### src/rtl/aabb_pkg.sv
// Shared constants and types for the box overlap side classifier.
`timescale 1ns / 1ps

package aabb_pkg;

    localparam int COORD_BITS   = 16;
    localparam int DIFF_BITS    = COORD_BITS + 1;
    localparam int PROD_BITS    = 2 * DIFF_BITS;
    localparam int CFG_IDX_BITS = 2;
    localparam int SIDE_BITS    = 3;

    typedef enum logic [CFG_IDX_BITS-1:0] {
        REG_BOX_LEFT   = 2'd0,
        REG_BOX_TOP    = 2'd1,
        REG_BOX_RIGHT  = 2'd2,
        REG_BOX_BOTTOM = 2'd3
    } cfg_reg_t;

    typedef enum logic [SIDE_BITS-1:0] {
        SIDE_NONE   = 3'd0,
        SIDE_LEFT   = 3'd1,
        SIDE_RIGHT  = 3'd2,
        SIDE_TOP    = 3'd3,
        SIDE_BOTTOM = 3'd4
    } side_t;

endpackage

### src/rtl/aabb_overlap_side_classifier_unit.sv
// Top level of the box overlap and minimum penetration side classifier.
//
// Usage:
//   The reference box sits in four registers written through cfg_we,
//   cfg_index and cfg_wdata (0 left, 1 top, 2 right, 3 bottom). Write them
//   only while no transaction is in flight.
//   Each s_ transaction carries one tested box; each m_ transaction returns
//   m_overlap and m_contact_side (0 none or tie, 1 left, 2 right, 3 top,
//   4 bottom) for that box, in order.
//   Four register stages lie between input acceptance and the result on m_:
//   difference, depth select, cross multiply and compare; one transaction is
//   taken per cycle, limited only by the receiver.
//   A stall on m_ready holds the result and backs up the stages one by
//   one; s_ready drops only when every stage holds a transaction.
//   Reset (aresetn low at a clock edge) clears the box registers to zero
//   and empties the pipeline.
`timescale 1ns / 1ps

module aabb_overlap_side_classifier_unit (
    input  logic                                    aclk,
    input  logic                                    aresetn,
    input  logic                                    cfg_we,
    input  logic [aabb_pkg::CFG_IDX_BITS-1:0]       cfg_index,
    input  logic [aabb_pkg::COORD_BITS-1:0]         cfg_wdata,
    input  logic                                    s_valid,
    output logic                                    s_ready,
    input  logic signed [aabb_pkg::COORD_BITS-1:0]  s_other_left,
    input  logic signed [aabb_pkg::COORD_BITS-1:0]  s_other_top,
    input  logic signed [aabb_pkg::COORD_BITS-1:0]  s_other_right,
    input  logic signed [aabb_pkg::COORD_BITS-1:0]  s_other_bottom,
    output logic                                    m_valid,
    input  logic                                    m_ready,
    output logic                                    m_overlap,
    output logic [aabb_pkg::SIDE_BITS-1:0]          m_contact_side
);
    import aabb_pkg::*;

    logic signed [COORD_BITS-1:0] box_left_reg, box_top_reg, box_right_reg, box_bottom_reg;

    logic v1_reg, v2_reg, v3_reg, m_valid_reg;
    logic en1, en2, en3, en4;

    logic                        ov1_reg;
    logic signed [DIFF_BITS-1:0] w1_reg, h1_reg, dl1_reg, dr1_reg, du1_reg, dd1_reg;
    logic signed [DIFF_BITS-1:0] dl_next, dr_next, du_next, dd_next, w_next, h_next;
    logic                        ov_next;

    logic                        ov2_reg;
    logic signed [DIFF_BITS-1:0] xd2_reg, yd2_reg, w2_reg, h2_reg;
    side_t                       xs2_reg, ys2_reg;

    logic                        ov3_reg;
    logic signed [PROD_BITS-1:0] px3_reg, py3_reg;
    side_t                       xs3_reg, ys3_reg;

    logic                        m_overlap_reg;
    side_t                       m_side_reg, side_next;

    // configuration registers
    always_ff @(posedge aclk) begin
        if (!aresetn) begin
            box_left_reg   <= '0;
            box_top_reg    <= '0;
            box_right_reg  <= '0;
            box_bottom_reg <= '0;
        end else if (cfg_we) begin
            unique case (cfg_reg_t'(cfg_index))
                REG_BOX_LEFT:   box_left_reg   <= cfg_wdata;
                REG_BOX_TOP:    box_top_reg    <= cfg_wdata;
                REG_BOX_RIGHT:  box_right_reg  <= cfg_wdata;
                REG_BOX_BOTTOM: box_bottom_reg <= cfg_wdata;
                default: ;
            endcase
        end
    end

    // stage enables: advance when the next stage is empty or advancing
    assign en4     = !m_valid_reg || m_ready;
    assign en3     = !v3_reg || en4;
    assign en2     = !v2_reg || en3;
    assign en1     = !v1_reg || en2;
    assign s_ready = en1;

    always_ff @(posedge aclk) begin
        if (!aresetn) begin
            v1_reg      <= 1'b0;
            v2_reg      <= 1'b0;
            v3_reg      <= 1'b0;
            m_valid_reg <= 1'b0;
        end else begin
            if (en1) v1_reg      <= s_valid;
            if (en2) v2_reg      <= v1_reg;
            if (en3) v3_reg      <= v2_reg;
            if (en4) m_valid_reg <= v3_reg;
        end
    end

    // stage 1: overlap test and differences
    always_comb begin
        ov_next = (box_left_reg < s_other_right) && (box_top_reg < s_other_bottom) &&
                  (box_right_reg > s_other_left) && (box_bottom_reg > s_other_top);
        w_next  = DIFF_BITS'(s_other_right)  - DIFF_BITS'(s_other_left);
        h_next  = DIFF_BITS'(s_other_bottom) - DIFF_BITS'(s_other_top);
        dr_next = DIFF_BITS'(box_right_reg)  - DIFF_BITS'(s_other_left);
        dl_next = DIFF_BITS'(s_other_right)  - DIFF_BITS'(box_left_reg);
        dd_next = DIFF_BITS'(box_bottom_reg) - DIFF_BITS'(s_other_top);
        du_next = DIFF_BITS'(s_other_bottom) - DIFF_BITS'(box_top_reg);
    end

    always_ff @(posedge aclk) begin
        if (en1) begin
            ov1_reg <= ov_next;
            w1_reg  <= w_next;
            h1_reg  <= h_next;
            dl1_reg <= dl_next;
            dr1_reg <= dr_next;
            du1_reg <= du_next;
            dd1_reg <= dd_next;
        end
    end

    // stage 2: pick the shallower side on each axis
    always_ff @(posedge aclk) begin
        if (en2) begin
            ov2_reg <= ov1_reg;
            w2_reg  <= w1_reg;
            h2_reg  <= h1_reg;
            if (dl1_reg < dr1_reg) begin
                xs2_reg <= SIDE_LEFT;
                xd2_reg <= dl1_reg;
            end else begin
                xs2_reg <= SIDE_RIGHT;
                xd2_reg <= dr1_reg;
            end
            if (du1_reg < dd1_reg) begin
                ys2_reg <= SIDE_TOP;
                yd2_reg <= du1_reg;
            end else begin
                ys2_reg <= SIDE_BOTTOM;
                yd2_reg <= dd1_reg;
            end
        end
    end

    // stage 3: cross multiply
    always_ff @(posedge aclk) begin
        if (en3) begin
            ov3_reg <= ov2_reg;
            xs3_reg <= xs2_reg;
            ys3_reg <= ys2_reg;
            px3_reg <= PROD_BITS'(xd2_reg) * PROD_BITS'(h2_reg);
            py3_reg <= PROD_BITS'(yd2_reg) * PROD_BITS'(w2_reg);
        end
    end

    // stage 4: compare and classify
    always_comb begin
        priority if (!ov3_reg) begin
            side_next = SIDE_NONE;
        end else if (px3_reg < py3_reg) begin
            side_next = xs3_reg;
        end else if (px3_reg > py3_reg) begin
            side_next = ys3_reg;
        end else begin
            side_next = SIDE_NONE;
        end
    end

    always_ff @(posedge aclk) begin
        if (en4) begin
            m_overlap_reg <= ov3_reg;
            m_side_reg    <= side_next;
        end
    end

    assign m_valid        = m_valid_reg;
    assign m_overlap      = m_overlap_reg;
    assign m_contact_side = m_side_reg;

`ifndef SYNTH
    a_no_overlap_no_side: assert property (@(posedge aclk) disable iff (!aresetn)
        (m_valid && !m_overlap) |-> (m_contact_side == SIDE_NONE))
        else $error("side reported without overlap");

    a_accept_enters: assert property (@(posedge aclk) disable iff (!aresetn)
        (s_valid && s_ready) |=> v1_reg)
        else $error("accepted transaction missing from first stage");

    a_stage_moves: assert property (@(posedge aclk) disable iff (!aresetn)
        (v3_reg && en4) |=> m_valid)
        else $error("transaction lost between multiply and output stages");

    a_reset_empties: assert property (@(posedge aclk)
        !aresetn |=> (!m_valid && !v1_reg && !v2_reg && !v3_reg))
        else $error("pipeline not empty after reset");
`endif

endmodule
### config.mk
export PLATFORM = sky130hd
export DESIGN_NAME = aabb_overlap_side_classifier_unit
export DESIGN_NICKNAME = d
export VERILOG_FILES = /design/src/rtl/aabb_pkg.sv /design/src/rtl/aabb_overlap_side_classifier_unit.sv
export SDC_FILE = /design/constraint.sdc
export NUM_CORES = 2
export LEC_CHECK = 0
export BUFFER_PORTS_ARGS = -buffer_cell sky130_fd_sc_hd__buf_2
export CAP_MARGIN = 15
export CORE_UTILIZATION = 60
export CTS_BUF_LIST = sky130_fd_sc_hd__clkbuf_8 sky130_fd_sc_hd__clkbuf_16
export CTS_CLUSTER_DIAMETER = 30
export DETAILED_ROUTE_END_ITERATION = 8
export PLACE_DENSITY = 0.81
export SLEW_MARGIN = 10
export SYNTH_ARGS = -nofsm -noshare
export SYNTH_HDL_FRONTEND = slang
export SYNTH_SLANG_ARGS = --single-unit
export TNS_END_PERCENT = 5
### constraint.sdc
create_clock -name aclk -period 8.19 [get_ports aclk]
set_input_delay 0.4095 -clock aclk [delete_from_list [all_inputs] [get_ports aclk]]
set_output_delay 0.4095 -clock aclk [all_outputs]
set_load 0.02 [all_outputs]
==> impl_metrics.csv <==
group,metric,value,unit
job,drv_cap,0,
cts,cts_sinks,321,
sta,report.final.hold_viol_count,0,
cts,root_buffer_cell,"sky130_fd_sc_hd__clkbuf_16",
hold_path,worstHoldStart,"s_valid",
sta,fin_setup_tns,0,ns
sta,fin_skew,0.03802,ns
synthesis,synth_compound_gate_area_share,7.785,%
placed_design,place_hpwl,72.54,mm
critical_path,rr_endpoint,"px3_reg[33]",
critical_path,chain_of_cells_forming_the_critical_path,"nand2_1, inv_1, fa_1, fa_1, fa_1, fa_1, fa_1, inv_1, fa_1, inv_1, ha_1, and4_1, nand2_1, nor2_1, a21oi_1, o211a_1, or3_1, o21ai_2, o41ai_2, xnor2_1",
floorplanning,die_h,254.2,µm
global_routing,antenna_violations_before_repair,0,
sta,unrepaired_setup_endpoints_after_global_routing,"false",
critical_path,timing.critical_path.to_type,"register",
hold_path,hold_path_class,"in -> reg",
global_routing,overflow,0,
hold_path,hold_path_depth,3,
critical_path,start_kind,"register",
floorplanning,initial_utilization,60.60,%
synthesis,asyncSetResetFlopFracSynth,0,%
critical_path,rrSetupSlack,1.25,ns
synthesis,synth_nets,4882,
final_layout,post_route_cells_drive_above_1_share,6.105,%
cts,clock_path_buffers,3,
route,detail_route.wl_per_cell,19.28,µm
global_routing,grt_pass1_vias,29270,
final_layout,final_cell_mix,"sky130_fd_sc_hd__inv_1 (811), sky130_fd_sc_hd__fa_1 (598), sky130_fd_sc_hd__nand2_1 (454), sky130_fd_sc_hd__ha_1 (336), sky130_fd_sc_hd__and2_1 (292)",
final_layout,fillCellCount,4630,
route,drt-vias-per-instance,5.661,
global_routing,grt.total_usage,30.29,%
cts,cts_resized,0,
run_status,outcome,"completed",
route,dr.first_iter.drc_count,2110,
critical_path,r2r.worst_path.cells,20,
global_routing,largest_net_degree_at_the_start_of_global_routing,74,
critical_path,critical_path.slowest_cell,"sky130_fd_sc_hd__fa_1",
cts,cts_tree,"built",
synthesis,synthDistinctLibCells,71,
placed_design,place.port_buffers,92,
critical_path,worst_r2r_startpoint,"h2_reg[2]",
sta,final_period_minus_worst_setup_slack,6.942,ns
synthesis,synthXorXnorAreaFrac,3.076,%
final_layout,synthesis_to_layout_area_growth,10.06,%
floorplanning,core.rowCount,92,
sta,worst_margin_pin_slew,1.095,ns
sta,final_min_period_over_clock_period,84.76,%
global_routing,grt_pass1_wl,150.3,mm
sta,highest_clock_rate,144.1,MHz
synthesis,yosysWarnings,0,
floorplanning,design.portCount,93,
synthesis,synth-edff-count,253,
final_layout,finish.net_count,4958,
critical_path,critical_path.max_fanout,17,
floorplanning,design.die.area,0.06461,mm²
cts,clk_pin_slew_worst_paths,0.05,ns
floorplanning,die_x,254.2,µm
synthesis,syn-cell-area,0.03816,mm²
synthesis,postSynthAreaPerCell,9.883,µm²
synthesis,synth.mux.area_fraction,0.2230,%
floorplanning,core-area,0.06297,mm²
cts,cts_hold_repair.buffers,0,
critical_path,critical-path-max-stage-delay,0.97,ns
sta,report.final.setup_viol,0,
route,drc,0,
cts,clock_latency,0.62,ns
sta,report.final.slew_viol_count,0,
route,wl,93.35,mm
critical_path,worst_ep_required_time,8.54,ns
hold_path,timing.hold.worst_endpoint,"v1_reg",
cts,cts_post_setup_buffers_inserted,0,
final_layout,n_antenna_cell,0,
route,dr_total_vias,27420,
route,detail_route.first_pass.iterations,6,
synthesis,ys_seq_area_share,23.48,%
cts,htree_num_levels,3,
synthesis,synth_adder_area_share,42.39,%
synthesis,synth_top_family_by_area,"adder cells",
final_layout,final_common_cell,"sky130_fd_sc_hd__inv_1",
synthesis,ys.flop_type,"sky130_fd_sc_hd__edfxtp_1",
synthesis,syn_inst,3861,
synthesis,synth_seq_cells,321,
synthesis,synth-simple-area-share,14.08,%
critical_path,cpMostUsedCell,"sky130_fd_sc_hd__fa_1",
sta,maxSlewHeadroom,27.02,%
cts,cts_inserted_buffers,73,
placed_design,finalWeightedCongestion,0.9390,
critical_path,data_arrival_at_the_endpoint_of_the_critical_path,7.29,ns
critical_path,setup.worst_path.class,"reg -> reg",
route,ant_nets,0,
cell type report:
type	instances	area [µm²]	area share, %
Clock buffer	73	1827	4.350
Tap cell	846	1059	2.520
Inverter	807	3029	7.213
Sequential cell	321	8959	21.33
Clock inverter	62	780.7	1.859
Multi-Input combinational cell	2630	25790	61.42
Timing Repair Buffer	104	550.5	1.311
cell families (layout without fill, tap and decap cells):
family / after synthesis / in the layout
flip-flops: 321 / 321
XOR/XNOR: 134 / 134
AO/OA/AOI/OAI: 450 / 450
adder cells (fa/ha/maj): 934 / 934
buffers and inverters: 910 / 1046
AND/OR/NAND/NOR: 1104 / 1104
multiplexers: 8 / 8
worst max path at each step:
| stage | to | from | slack, ns | cells past startpoint |
|---|---|---|---|---|
| 2_1_floorplan | px3_reg[26] | h2_reg[8] | 1.83 | 25 |
| 3_3_place_gp | px3_reg[33] | h2_reg[3] | 1.51 | 20 |
| 3_5_place_dp | px3_reg[33] | h2_reg[2] | 1.36 | 20 |
| 4_1_cts | px3_reg[33] | h2_reg[2] | 1.34 | 20 |
| 5_1_grt | py3_reg[26] | yd2_reg[10] | 0.86 | 21 |
| 6_report | px3_reg[33] | h2_reg[2] | 1.25 | 20 |
worst max-delay path, delay by kind of cell, from the launching register on:
| family | cells | cell delay, ns |
|---|---|---|
| flops | 1 | 0.81 |
| fa+ha+maj | 7 | 3.89 |
| xor+xnor | 1 | 0.13 |
| compound gates | 4 | 0.47 |
| simple gates | 5 | 1.15 |
| buf+inv | 3 | 0.26 |
layer usage:
layer  track usage, %  vias up  share of wire [%]
met5                0        -                  0
met4            16.06        0                5.7
met3            4.348      282                7.3
met2            52.11     1232                 50
met1            37.07    13580                 37
li1                 -    12320                  -
cells in the mapped netlist, types with 17 or more instances:
cell / n / share of area [%]
sky130_fd_sc_hd__fa_1: 598 / 31
sky130_fd_sc_hd__and2_1: 292 / 4.8
sky130_fd_sc_hd__nor3_1: 26 / 0.34
sky130_fd_sc_hd__xor2_1: 26 / 0.60
sky130_fd_sc_hd__nand2_1: 456 / 4.5
sky130_fd_sc_hd__a211oi_1: 17 / 0.33
sky130_fd_sc_hd__clkbuf_1: 99 / 0.97
sky130_fd_sc_hd__nand2b_1: 24 / 0.39
sky130_fd_sc_hd__dfxtp_1: 68 / 3.6
sky130_fd_sc_hd__o21ai_0: 93 / 1.2
sky130_fd_sc_hd__nand4_1: 27 / 0.44
sky130_fd_sc_hd__nor2b_1: 39 / 0.64
sky130_fd_sc_hd__a21boi_0: 79 / 1.6
sky130_fd_sc_hd__a21oi_1: 90 / 1.2
sky130_fd_sc_hd__ha_1: 336 / 11
sky130_fd_sc_hd__o21a_1: 20 / 0.39
sky130_fd_sc_hd__inv_1: 806 / 7.9
sky130_fd_sc_hd__nand3_1: 61 / 0.80
sky130_fd_sc_hd__xnor2_1: 108 / 2.5
sky130_fd_sc_hd__nor2_1: 128 / 1.3
sky130_fd_sc_hd__edfxtp_1: 253 / 20
sky130_fd_sc_hd__a21o_1: 65 / 1.3
metrics by stage:
stage               cells  hold slack, ns  setup WS, ns  util (%)  area [µm²]
detailed placement   4708          0.4045         1.365     62.56       39390
global route         4843         0.02636        0.8562     66.70       42000
floorplan            3861          0.4003         1.832         -       38160
finish               4843         0.02284         1.248     66.70       42000
CTS                  4843        0.009011         1.341     66.70       42000
global placement     4708          0.4021         1.508     62.56       39390
Power is not shown: default switching activity piles up to over one toggle a cycle in this logic, so the estimate is an artifact.
